==> src/agkf_pkg.sv <==
// Package for the angle / gyro-bias Kalman filter: word types, sequencer
// step codes, widths and the 32-bit saturation helper. No dependencies.
`timescale 1ns / 1ps
package agkf_pkg;

   typedef struct packed {
      logic signed [31:0] angle_meas;
      logic signed [31:0] gyro_rate;
   } req_word_type;

   typedef struct packed {
      logic signed [31:0] angle_est;
      logic signed [31:0] rate_est;
   } rsp_word_type;

   // Register indexes of the configuration port.
   localparam logic [2:0] CSR_NOISE_ANGLE = 3'd0;
   localparam logic [2:0] CSR_NOISE_BIAS  = 3'd1;
   localparam logic [2:0] CSR_NOISE_MEAS  = 3'd2;
   localparam logic [2:0] CSR_PERIOD      = 3'd3;

   // Multiply steps of the sequencer, in the order they run.
   localparam logic [3:0] OP_ANG   = 4'd0;
   localparam logic [3:0] OP_DRIFT = 4'd1;
   localparam logic [3:0] OP_QA    = 4'd2;
   localparam logic [3:0] OP_SUM   = 4'd3;
   localparam logic [3:0] OP_QB    = 4'd4;
   localparam logic [3:0] OP_K1P00 = 4'd5;
   localparam logic [3:0] OP_K1P01 = 4'd6;
   localparam logic [3:0] OP_K0P01 = 4'd7;
   localparam logic [3:0] OP_K0P00 = 4'd8;
   localparam logic [3:0] OP_K0ERR = 4'd9;
   localparam logic [3:0] OP_K1ERR = 4'd10;

   localparam int MUL_STEPS = 32;
   localparam int DIV_STEPS = 62;

   localparam logic signed [31:0] Q30_ONE = 32'sh4000_0000;

   function automatic logic signed [31:0] sat32(input logic signed [39:0] v);
      logic signed [31:0] r;
      if (v > 40'sh00_7FFF_FFFF) begin
         r = 32'sh7FFF_FFFF;
      end else if (v < -40'sh00_8000_0000) begin
         r = 32'sh8000_0000;
      end else begin
         r = v[31:0];
      end
      return r;
   endfunction

endpackage

==> src/angle_gyro_kalman_fusion.sv <==
// Top level of the two-state angle / gyro-bias Kalman filter with a
// bit-serial multiplier and divider. Depends on agkf_pkg.
`timescale 1ns / 1ps
//
//   channel   direction  handshake            word
//   req_      in         req_valid/req_stall  angle_meas, gyro_rate
//   rsp_      out        rsp_valid/rsp_stall  angle_est, rate_est
//   csr_      in         csr_valid/csr_ready  csr_index, csr_data
//
// When the correction runs, an item takes eleven products and two gain
// divisions; when the innovation variance is not positive, it takes the
// five prediction products only. They run on the shared shift-add
// multiplier (one bit of the multiplier per cycle) and the restoring
// divider (one quotient bit per cycle, one division per gain).
// Reset is synchronous and restores configuration, estimates and covariance.
// A finished word waits in the output register while the next item is
// taken; the output step holds while a word waits and rsp_stall is high.
module angle_gyro_kalman_fusion
   import agkf_pkg::*;
(
   input  logic         clock,
   input  logic         reset,
   input  logic         req_valid,
   output logic         req_stall,
   input  req_word_type req_data,
   output logic         rsp_valid,
   input  logic         rsp_stall,
   output rsp_word_type rsp_data,
   input  logic         csr_valid,
   output logic         csr_ready,
   input  logic [2:0]   csr_index,
   input  logic [31:0]  csr_data
);

   typedef enum logic [8:0] {
      ST_IDLE  = 9'b000000001,
      ST_MLOAD = 9'b000000010,
      ST_MUL   = 9'b000000100,
      ST_MWB   = 9'b000001000,
      ST_CHECK = 9'b000010000,
      ST_DLOAD = 9'b000100000,
      ST_DIV   = 9'b001000000,
      ST_DWB   = 9'b010000000,
      ST_OUT   = 9'b100000000
   } state_type;

   state_type state_ff, state_in;

   // Configuration registers.
   logic [31:0] qa_ff, qb_ff, rn_ff;
   logic [30:0] dt_ff;

   // Filter state.
   logic signed [31:0] angle_ff, angle_in;
   logic signed [31:0] bias_ff, bias_in;
   logic signed [31:0] aa_ff, aa_in, ab_ff, ab_in, ba_ff, ba_in, bb_ff, bb_in;

   // Sequencer control.
   logic [3:0] op_ff, op_in;
   logic [5:0] cnt_ff, cnt_in;
   logic       dsel_ff, dsel_in;
   logic       rsp_valid_ff, rsp_valid_in;

   // Datapath registers.
   logic signed [31:0] meas_ff, gyro_ff;
   logic signed [37:0] drift_ff, tq_ff;
   logic signed [31:0] err_ff, k0_ff, k1_ff;
   logic signed [33:0] e_ff;
   logic [33:0]        amag_ff;
   logic               mneg_ff, dneg_ff;
   logic [66:0]        prod_ff;
   logic [61:0]        num_ff, quo_ff;
   logic [33:0]        rem_ff;
   rsp_word_type       rsp_data_ff;

   logic signed [31:0] rate_cur;
   logic signed [33:0] a_sel, e_cur;
   logic signed [31:0] b_sel, p_sel;
   logic [33:0]        a_mag;
   logic [31:0]        b_mag, p_mag;
   logic [35:0]        mul_sum;
   logic [66:0]        prod_rnd;
   logic signed [37:0] rv;
   logic signed [39:0] rvx;
   logic [34:0]        div_r2;
   logic               div_ge;
   logic signed [31:0] k_sat;

   assign csr_ready = 1'b1;
   assign req_stall = (state_ff != ST_IDLE);
   assign rsp_valid = rsp_valid_ff;
   assign rsp_data  = rsp_data_ff;

   assign rate_cur = sat32(40'(gyro_ff) - 40'(bias_ff));
   assign e_cur    = signed'({2'b00, rn_ff}) + 34'(aa_ff);

   // Operand selection for the shared multiplier.
   always_comb begin
      a_sel = 34'(aa_ff);
      b_sel = k0_ff;
      unique case (op_ff)
         OP_ANG: begin
            a_sel = 34'(rate_cur);
            b_sel = signed'({1'b0, dt_ff});
         end
         OP_DRIFT: begin
            a_sel = 34'(bb_ff);
            b_sel = signed'({1'b0, dt_ff});
         end
         OP_QA: begin
            a_sel = signed'({2'b00, qa_ff});
            b_sel = signed'({1'b0, dt_ff});
         end
         OP_SUM: begin
            a_sel = 34'(ab_ff) + 34'(ba_ff);
            b_sel = signed'({1'b0, dt_ff});
         end
         OP_QB: begin
            a_sel = signed'({2'b00, qb_ff});
            b_sel = signed'({1'b0, dt_ff});
         end
         OP_K1P00: begin
            a_sel = 34'(aa_ff);
            b_sel = k1_ff;
         end
         OP_K1P01: begin
            a_sel = 34'(ab_ff);
            b_sel = k1_ff;
         end
         OP_K0P01: begin
            a_sel = 34'(ab_ff);
            b_sel = k0_ff;
         end
         OP_K0P00: begin
            a_sel = 34'(aa_ff);
            b_sel = k0_ff;
         end
         OP_K0ERR: begin
            a_sel = 34'(err_ff);
            b_sel = k0_ff;
         end
         OP_K1ERR: begin
            a_sel = 34'(err_ff);
            b_sel = k1_ff;
         end
         default: begin
            a_sel = 34'(aa_ff);
            b_sel = k0_ff;
         end
      endcase
   end

   assign a_mag = a_sel[33] ? (~a_sel + 34'd1) : a_sel;
   assign b_mag = b_sel[31] ? (~b_sel + 32'd1) : b_sel;

   // One multiplier bit per cycle: add the multiplicand into the upper half
   // when the low bit is set, then shift the whole product right.
   assign mul_sum = {1'b0, prod_ff[66:32]} + (prod_ff[0] ? {2'b00, amag_ff} : 36'd0);

   // Round half away from zero on the magnitude, then restore the sign.
   assign prod_rnd = prod_ff + 67'(1 << 29);
   assign rv       = mneg_ff ? -signed'({1'b0, prod_rnd[66:30]})
                             : signed'({1'b0, prod_rnd[66:30]});
   assign rvx      = 40'(rv);

   // Restoring division, one quotient bit per cycle.
   assign p_sel  = dsel_ff ? ba_ff : aa_ff;
   assign p_mag  = p_sel[31] ? (~p_sel + 32'd1) : p_sel;
   assign div_r2 = {rem_ff, num_ff[61]};
   assign div_ge = (div_r2 >= {1'b0, e_ff});

   always_comb begin
      if (quo_ff >= 62'(64'h8000_0000)) begin
         k_sat = dneg_ff ? 32'sh8000_0000 : 32'sh7FFF_FFFF;
      end else begin
         k_sat = dneg_ff ? -signed'(quo_ff[31:0]) : signed'(quo_ff[31:0]);
      end
   end

   always_comb begin
      state_in     = state_ff;
      op_in        = op_ff;
      cnt_in       = cnt_ff;
      dsel_in      = dsel_ff;
      angle_in     = angle_ff;
      bias_in      = bias_ff;
      aa_in        = aa_ff;
      ab_in        = ab_ff;
      ba_in        = ba_ff;
      bb_in        = bb_ff;
      rsp_valid_in = rsp_valid_ff && rsp_stall;
      unique case (state_ff)
         ST_IDLE: begin
            if (req_valid) begin
               op_in    = OP_ANG;
               state_in = ST_MLOAD;
            end
         end
         ST_MLOAD: begin
            cnt_in   = '0;
            state_in = ST_MUL;
         end
         ST_MUL: begin
            cnt_in = cnt_ff + 6'd1;
            if (cnt_ff == 6'(MUL_STEPS - 1)) begin
               state_in = ST_MWB;
            end
         end
         ST_MWB: begin
            unique case (op_ff)
               OP_ANG:   angle_in = sat32(40'(angle_ff) + rvx);
               OP_DRIFT: ;
               OP_QA:    ;
               OP_SUM: begin
                  aa_in = sat32(40'(aa_ff) + 40'(tq_ff) - rvx);
                  ab_in = sat32(40'(ab_ff) - 40'(drift_ff));
                  ba_in = sat32(40'(ba_ff) - 40'(drift_ff));
               end
               OP_QB:    bb_in    = sat32(40'(bb_ff) + rvx);
               OP_K1P00: ba_in    = sat32(40'(ba_ff) - rvx);
               OP_K1P01: bb_in    = sat32(40'(bb_ff) - rvx);
               OP_K0P01: ab_in    = sat32(40'(ab_ff) - rvx);
               OP_K0P00: aa_in    = sat32(40'(aa_ff) - rvx);
               OP_K0ERR: angle_in = sat32(40'(angle_ff) + rvx);
               OP_K1ERR: bias_in  = sat32(40'(bias_ff) + rvx);
               default:  ;
            endcase
            if (op_ff == OP_QB) begin
               state_in = ST_CHECK;
            end else if (op_ff == OP_K1ERR) begin
               state_in = ST_OUT;
            end else begin
               op_in    = op_ff + 4'd1;
               state_in = ST_MLOAD;
            end
         end
         ST_CHECK: begin
            dsel_in = 1'b0;
            // A variance that is not positive skips the correction.
            if (!e_cur[33] && (e_cur != '0)) begin
               state_in = ST_DLOAD;
            end else begin
               state_in = ST_OUT;
            end
         end
         ST_DLOAD: begin
            cnt_in   = '0;
            state_in = ST_DIV;
         end
         ST_DIV: begin
            cnt_in = cnt_ff + 6'd1;
            if (cnt_ff == 6'(DIV_STEPS - 1)) begin
               state_in = ST_DWB;
            end
         end
         ST_DWB: begin
            if (!dsel_ff) begin
               dsel_in  = 1'b1;
               state_in = ST_DLOAD;
            end else begin
               op_in    = OP_K1P00;
               state_in = ST_MLOAD;
            end
         end
         ST_OUT: begin
            if (!rsp_valid_ff || !rsp_stall) begin
               rsp_valid_in = 1'b1;
               state_in     = ST_IDLE;
            end
         end
         default: state_in = ST_IDLE;
      endcase
   end

   always_ff @(posedge clock) begin
      if (reset) begin
         state_ff     <= ST_IDLE;
         op_ff        <= OP_ANG;
         cnt_ff       <= '0;
         dsel_ff      <= 1'b0;
         rsp_valid_ff <= 1'b0;
         qa_ff        <= 32'd1074;
         qb_ff        <= 32'd107374;
         rn_ff        <= 32'd536870912;
         dt_ff        <= 31'd2147484;
         angle_ff     <= '0;
         bias_ff      <= '0;
         aa_ff        <= Q30_ONE;
         ab_ff        <= '0;
         ba_ff        <= '0;
         bb_ff        <= Q30_ONE;
      end else begin
         state_ff     <= state_in;
         op_ff        <= op_in;
         cnt_ff       <= cnt_in;
         dsel_ff      <= dsel_in;
         rsp_valid_ff <= rsp_valid_in;
         angle_ff     <= angle_in;
         bias_ff      <= bias_in;
         aa_ff        <= aa_in;
         ab_ff        <= ab_in;
         ba_ff        <= ba_in;
         bb_ff        <= bb_in;
         if (csr_valid && csr_ready) begin
            unique case (csr_index)
               CSR_NOISE_ANGLE: qa_ff <= csr_data;
               CSR_NOISE_BIAS:  qb_ff <= csr_data;
               CSR_NOISE_MEAS:  rn_ff <= csr_data;
               CSR_PERIOD:      dt_ff <= csr_data[30:0];
               default:         ;
            endcase
         end
      end
   end

   // Datapath registers carry no reset.
   always_ff @(posedge clock) begin
      if (state_ff == ST_IDLE && req_valid) begin
         meas_ff <= req_data.angle_meas;
         gyro_ff <= req_data.gyro_rate;
      end
      if (state_ff == ST_MLOAD) begin
         amag_ff <= a_mag;
         mneg_ff <= a_sel[33] ^ b_sel[31];
         prod_ff <= {35'd0, b_mag};
      end
      if (state_ff == ST_MUL) begin
         prod_ff <= {mul_sum, prod_ff[31:1]};
      end
      if (state_ff == ST_MWB) begin
         if (op_ff == OP_DRIFT) begin
            drift_ff <= rv;
         end
         if (op_ff == OP_QA) begin
            tq_ff <= rv;
         end
      end
      if (state_ff == ST_CHECK) begin
         e_ff   <= e_cur;
         err_ff <= sat32(40'(meas_ff) - 40'(angle_ff));
      end
      if (state_ff == ST_DLOAD) begin
         num_ff  <= {p_mag, 30'd0};
         rem_ff  <= '0;
         quo_ff  <= '0;
         dneg_ff <= p_sel[31];
      end
      if (state_ff == ST_DIV) begin
         num_ff <= {num_ff[60:0], 1'b0};
         rem_ff <= div_ge ? 34'(div_r2 - {1'b0, e_ff}) : div_r2[33:0];
         quo_ff <= {quo_ff[60:0], div_ge};
      end
      if (state_ff == ST_DWB) begin
         if (!dsel_ff) begin
            k0_ff <= k_sat;
         end else begin
            k1_ff <= k_sat;
         end
      end
      if (state_ff == ST_OUT && (!rsp_valid_ff || !rsp_stall)) begin
         rsp_data_ff.angle_est <= angle_ff;
         rsp_data_ff.rate_est  <= rate_cur;
      end
   end

`ifndef NO_ASSERTIONS
   // An accepted item always starts the first product next.
   a_accept_start: assert property (@(posedge clock) disable iff (reset)
      req_valid && !req_stall |=> state_ff == ST_MLOAD)
      else $error("accepted item did not start the sequencer");

   // The multiply counter never runs past its bit count.
   a_mul_count: assert property (@(posedge clock) disable iff (reset)
      state_ff == ST_MUL |-> cnt_ff < 6'(MUL_STEPS))
      else $error("multiply counter out of range");

   // Division only runs with a positive divisor.
   a_div_pos: assert property (@(posedge clock) disable iff (reset)
      state_ff == ST_DIV |-> !e_ff[33] && e_ff != '0)
      else $error("division with a divisor that is not positive");

   // A multiply is only loaded for a valid step.
   a_op_range: assert property (@(posedge clock) disable iff (reset)
      state_ff == ST_MLOAD |-> op_ff <= OP_K1ERR)
      else $error("sequencer step out of range");
`endif

endmodule

==> config.mk <==
export PLATFORM = sky130hd
export DESIGN_NAME = angle_gyro_kalman_fusion
export DESIGN_NICKNAME = d
export VERILOG_FILES = /design/src/agkf_pkg.sv /design/src/angle_gyro_kalman_fusion.sv
export SDC_FILE = /design/constraint.sdc
export NUM_CORES = 2
export LEC_CHECK = 0
export ABC_AREA = 1
export BUFFER_PORTS_ARGS = -buffer_cell sky130_fd_sc_hd__buf_2
export CAP_MARGIN = 20
export CORE_ASPECT_RATIO = 1.5
export CORE_UTILIZATION = 60
export DETAILED_ROUTE_END_ITERATION = 8
export PLACE_DENSITY = 0.77
export SYNTH_ARGS = -nofsm -noshare
export SYNTH_HDL_FRONTEND = slang
export SYNTH_SLANG_ARGS = --single-unit
==> constraint.sdc <==
create_clock -name clock -period 8.3 [get_ports clock]
set_input_delay 1.245 -clock clock [delete_from_list [all_inputs] [get_ports clock]]
set_output_delay 1.245 -clock clock [all_outputs]
set_load 0.01 [all_outputs]
After elaboration in Yosys (flattened, before gate mapping)
Cells that the tools add are included.

Magnitude comparators: 26. $add $sub $neg: 25. Mux-type cells: 65. Equality and inequality tests: 32. Bitwise operators: 5. Reduce and logical (&&, ||, !) cells: 43.

Operator list (count): two-way mux 32 bit (29); greater-than comparator 39 x 32 -> 1 bit, second input constant (9); less-than comparator 39 x 32 -> 1 bit, second input constant (9); case mux 32 bit (2 select lines) (5); two-way mux 62 bit (4); case mux 34 bit (7 select lines) (1); subtractor 32 x 38 -> 39 bit (6); adder 32 x 38 -> 39 bit (4); two-way mux 34 bit (4); two-way mux 67 bit (2); case mux 9 bit (9 select lines) (1); adder 67 x 30 -> 67 bit, second input constant (1); greater-than comparator 33 x 32 -> 1 bit, second input constant (2); less-than comparator 33 x 32 -> 1 bit, second input constant (2); subtractor 32 x 32 -> 33 bit (2); adder 32 x 1 -> 32 bit, second input constant (2); NOT 32 bit (2); two-way mux 9 bit (7); greater-or-equal comparator 62 x 32 -> 1 bit, second input constant (1); greater-than comparator 40 x 32 -> 1 bit, second input constant (1); less-than comparator 40 x 32 -> 1 bit, second input constant (1); subtractor 39 x 38 -> 40 bit (1); two-way mux 38 bit (1); negator 37 -> 38 bit (1); 52 further kinds (98).

Input bits: 104. Logic and storage cells: 230. Flip-flop bits (word level): 905.

Longest topological paths before layout
Depth after elaboration: 8. Gate-level depth with buffers: 46. Depth with buffers taken out: 44.

Least setup slack after synthesis
OpenSTA, ideal clock, no wires.

Path kind: register -> register. Start: reg state_ff[6]. End: reg cnt_ff[4]. Period minus slack after synthesis: 6.752 ns. Setup time: 0.070 ns. Arrival time: 6.682 ns. Cell stages (with the launch flop): 16. Setup slack: 1.548 ns. Path through: dfxtp_1 > nor2_1 > inv_1 > nor2_1 > inv_1 > nor2_1 > inv_1 > nor4_1 > nor2_1 > inv_1 > nor2_1 > inv_1 > nand2_1 > o21ai_0 > nand2_1 > a21oi_1.

Cells in the longest elaborated chain, start to end: 3.

Ends and longest elaborated chain: start: declaration (line angle_gyro_kalman_fusion.sv:47) `state_type state_ff, state_in;`; start signal: assignment (line angle_gyro_kalman_fusion.sv:293) `state_ff <= state_in;`; equality test 9 x 3 -> 1 bit, or another cell as far along (line angle_gyro_kalman_fusion.sv:192) `unique case (state_ff)`; OR reduction 2 bit (no line); case mux 6 bit (2 select lines) / nonzero test 2 bit (equally long branches); end signal: assignment (line angle_gyro_kalman_fusion.sv:295) `cnt_ff <= cnt_in;`; end: declaration (line angle_gyro_kalman_fusion.sv:60) `logic [5:0] cnt_ff, cnt_in;`.

Parallel ways exist; a longest one is shown, timed or not. A chain may end at the register's enable or synchronous reset.

Worst setup path in the final report
Start: reg prod_ff[51]. End: reg angle_ff[4].

Cells in the longest elaborated chain, start to end: 7.

Ends and longest elaborated chain: start: declaration (line angle_gyro_kalman_fusion.sv:71) `logic [66:0] prod_ff;`; start signal: assignment (line angle_gyro_kalman_fusion.sv:325) `prod_ff <= {35'd0, b_mag};`; start signal: assignment (line angle_gyro_kalman_fusion.sv:328) `prod_ff <= {mul_sum, prod_ff[31:1]};`; adder 67 x 30 -> 67 bit (*) (line angle_gyro_kalman_fusion.sv:161) `assign prod_rnd = prod_ff + 67'(1 << 29);`; negator 37 -> 38 bit (line angle_gyro_kalman_fusion.sv:162) `assign rv = mneg_ff ? -signed'({1'b0, prod_rnd[66:30]})`; two-way mux 38 bit (*) (line angle_gyro_kalman_fusion.sv:162); net rv[36] (line angle_gyro_kalman_fusion.sv:83) `logic signed [37:0] rv;`; adder 32 x 38 -> 39 bit (*) (line angle_gyro_kalman_fusion.sv:211, angle_gyro_kalman_fusion.sv:224); less-than comparator 39 x 32 -> 1 bit (line agkf_pkg.sv:44) `end else if (v < -40'sh00_8000_0000) begin`; two-way mux 32 bit (line agkf_pkg.sv:44); two-way mux 32 bit (*) (line agkf_pkg.sv:42) `if (v > 40'sh00_7FFF_FFFF) begin`; end signal: assignment (line angle_gyro_kalman_fusion.sv:298) `angle_ff <= angle_in;`; end: declaration (line angle_gyro_kalman_fusion.sv:54) `logic signed [31:0] angle_ff, angle_in;`.

Mark *: on every way through the listed nets, which the timed path passes. The rest lies on a longest branch.

==> results_dict.tcl <==
set metrics [dict create \
    status "finished, violations left" \
    violations "design-rule violations" \
    hpwl_um 246000 \
    crit_path_frequent_cell "nand2_1" \
    post_cts_resize_count 0 \
    ios 171 \
    worst-path-buf-inv 6 \
    fin_skew_ns 0.0654 \
    die_h_um 433 \
    p_int_w 0.0101 \
    synth_top_area_frac 0.229 \
    hold_buffers 0 \
    cts_made_buffers 94 \
    p_switching_w 0.00832 \
    critical_path_class "register to register" \
    multi_input_area_um2 44200 \
    finalWorstPathRequiredPeriod_ns 7.47 \
    nets 11300 \
    cts.clk_slew.worst_paths_ns 0.07 \
    ys_seq_area_frac 0.321 \
    cp.depth 28 \
    worstSetupStartpointType "register" \
    grt_pass1_wl_um 455000 \
    syn_to_final_growth_pct 8.86 \
    ant_nets 0 \
    cp_top_family "simple AND/OR/NAND/NOR gates" \
    hold_viol_final 0 \
    cts_tree "yes" \
    reg2reg_depth 28 \
    period_share 0.900 \
    p_leak_nw 37.5 \
    cts_sinks 905 \
    coreArea_um2 122000 \
    ys_ff_latch 905 \
    grt_overflow_total 0 \
    slew_headroom 0.0348 \
    synthesis.area_um2 74200 \
    switching_share 0.451 \
    power_density_nw_per_um2 229 \
    crit_path_max_fanout 29 \
    crit_path_end "angle_ff[4]" \
    synthMostInstantiatedCell "nand2_1" \
    reg2reg_slack_ns 0.83 \
    synth_area_leaders "edfxtp_1, nand2_1, ha_1, dfxtp_1, a21oi_1" \
    clock_latency_ns 0.80 \
    cts_buffer_depth 3 \
    num_vias 77000 \
    rsz0062_at_grt "false" \
    std_cell_rows 157 \
    setup_viol 0 \
    drc 3 \
    nFillCells 10800 \
    first_pass_iters 9 \
    syn_nets 11200 \
    vias_per_cell 6.26 \
    place_congestion 1.16 \
    worstReg2RegEnd "angle_ff[4]" \
    p_seq_frac 0.299 \
    synth_edf_count 565 \
    cpPeakStageDelay_ns 0.84 \
    die_area_um2 125000 \
    regArea_um2 23800 \
    finalPower_w 0.0185 \
    layout-drive-gt1-share 0.0704 \
    drv_slew 0 \
    fmax_ghz 0.134 \
    worstReg2RegStart "prod_ff[51]" \
    synthDistinctLibCells 71 \
    die_x_um 289 \
    vdd_drop_max_uv 307 \
    cp_slowest_cell "nand2_1" \
    yosys-top-cells-count "nand2_1, inv_1, a21oi_1, nor2_1, o21ai_0" \
    drtIter0Drc 8912 \
    maxCapViolCount 0 \
    grt_max_degree 89 \
    tightest_slew_ns 1.43 \
    async_flop_share 0 \
    initial_core_util 0.606 \
    hp-class "register to register" \
    synthFlopType "edfxtp_1" \
    critical_path_arrival_ns 8.22 \
    fin_setup_tns_ns 0 \
    wl_um 313000 \
    first_global_vias 74300 \
    io_buffers 169 \
    clkPwrFrac 0.251 \
    holdWs_ns 0.454 \
    combPwrFrac 0.450 \
    worstSetupStartpoint "prod_ff[51]" \
    syn_inst 10500 \
    syn_area_per_cell_um2 7.09 \
    crit_required_ns 9.05 \
    yosysTopAreaCell "edfxtp_1" \
    endpoint_kind "register" \
    antenna_found_initial 23 \
    track_usage 0.494 \
    root_buffer "clkbuf_16" \
    cts_setup_buffers 0 \
    routedWlPerCell_um 25.5 \
    yosys_warnings 0 \
    htreeDepth 3 \
]
==> metal layers <==
metal / wire (µm) / share of wire / global-route usage / vias to the layer above
met2: 137000 / 0.44 / 0.770 / 4822
met5: 65 / 0.00021 / 0 / -
met4: 39000 / 0.12 / 0.516 / 10
met1: 102000 / 0.32 / 0.517 / 35500
li1: - / - / - / 35000
met3: 35600 / 0.11 / 0.138 / 1584
==> through the flow <==
stage	instance area, µm²	util	worst slack (ns)	std cells
6_report	80700	0.660	0.828	12300
5_1_grt	80700	0.659	0.511	12300
4_1_cts	80500	0.658	1.12	12300
3_5_place_dp	77200	0.631	1.15	12100
3_3_place_gp	77100	0.630	1.28	12100
2_1_floorplan	74200	-	1.55	10500
==> cells by family after synthesis <==
family / Yosys count / synth area share
compound gates: 2211 / 0.166
fa+ha+maj: 614 / 0.108
flops: 905 / 0.321
xor+xnor: 588 / 0.0695
other cells: 2 / 0.000101
buf+inv: 1643 / 0.0847
simple gates: 4497 / 0.251
==> sequential cells by signal (all words and copies together), names as in the netlist, 34 cells and up <==
name	cells
quo_ff	62
prod_ff	67
rsp_data	64
tq_ff	38
amag_ff	34
drift_ff	38
rem_ff	34
e_ff	34
==> worst register-to-register path: cells and delay by family, from the launching register on <==
kind	cells	cell delay, ns
buffers and inverters	6	1.16
adder cells (fa/ha/maj)	1	0.46
XOR/XNOR	3	0.76
flip-flops	1	0.57
AO/OA/AOI/OAI	1	0.26
AND/OR/NAND/NOR	17	4.29
==> power by group through the flow <==
| stage | Combinational [W] | Clock [W] | Sequential (W) |
|---|---|---|---|
| final | 0.00832 | 0.00463 | 0.00551 |
| after global routing | 0.00875 | 0.00476 | 0.00553 |
| after CTS | 0.00786 | 0.00460 | 0.00550 |
| after detailed placement | 0.00781 | 0 | 0.00559 |
| after global placement | 0.00764 | 0 | 0.00559 |
| after floorplan | 0.00489 | 0 | 0.00553 |
==> cell usage in the layout, fill, tap and decap left out, types with 16 or more instances in the layout <==
cell and count:
nand2_2 57, a21o_1 21, fa_1 43, dfxtp_1 339, o21a_1 41, buf_4 166, or2_2 26, clkinv_2 18
inv_2 25, o221ai_1 16, nand4_1 91, diode_2 20, a221oi_1 40, o21bai_1 24, o31ai_1 25, edfxtp_1 565
a211oi_1 23, nor3_1 97, a21oi_2 37, nor2_2 39, o21ai_1 27, xor2_1 382, clkbuf_16 96, a21oi_1 996
o2111ai_1 18, a31oi_1 91, buf_2 168, nand2_1 2704, o211ai_1 40, nand3_2 20, nor2_1 923, nor4_1 41
inv_1 1318, xnor2_1 205, o21ai_0 729, nand3b_1 44, a21boi_0 27, ha_1 571, nand3_1 404
==> area by class of cell <==
type / count / share of cell area
sequential: 905 / 0.294
antenna: 20 / 0.000620
multi-input combinational: 7912 / 0.548
timing repair buffer: 344 / 0.0284
clock buffer: 114 / 0.0317
clock inverter: 64 / 0.00919
tap: 1590 / 0.0246
inverter: 1352 / 0.0629
==> worst min-delay path by stage <==
stage / to / cells past startpoint / slack [ns] / startpoint
5_1_grt: qa_ff[31] / 2 / 0.47 / qa_ff[31]
3_3_place_gp: dt_ff[29] / 2 / 0.44 / dt_ff[29]
4_1_cts: dt_ff[11] / 2 / 0.45 / dt_ff[11]
2_1_floorplan: dt_ff[0] / 2 / 0.42 / dt_ff[0]
6_report: dt_ff[11] / 2 / 0.45 / dt_ff[11]
3_5_place_dp: dt_ff[11] / 2 / 0.44 / dt_ff[11]
No activity file was read; power rests on OpenSTA's default activity.
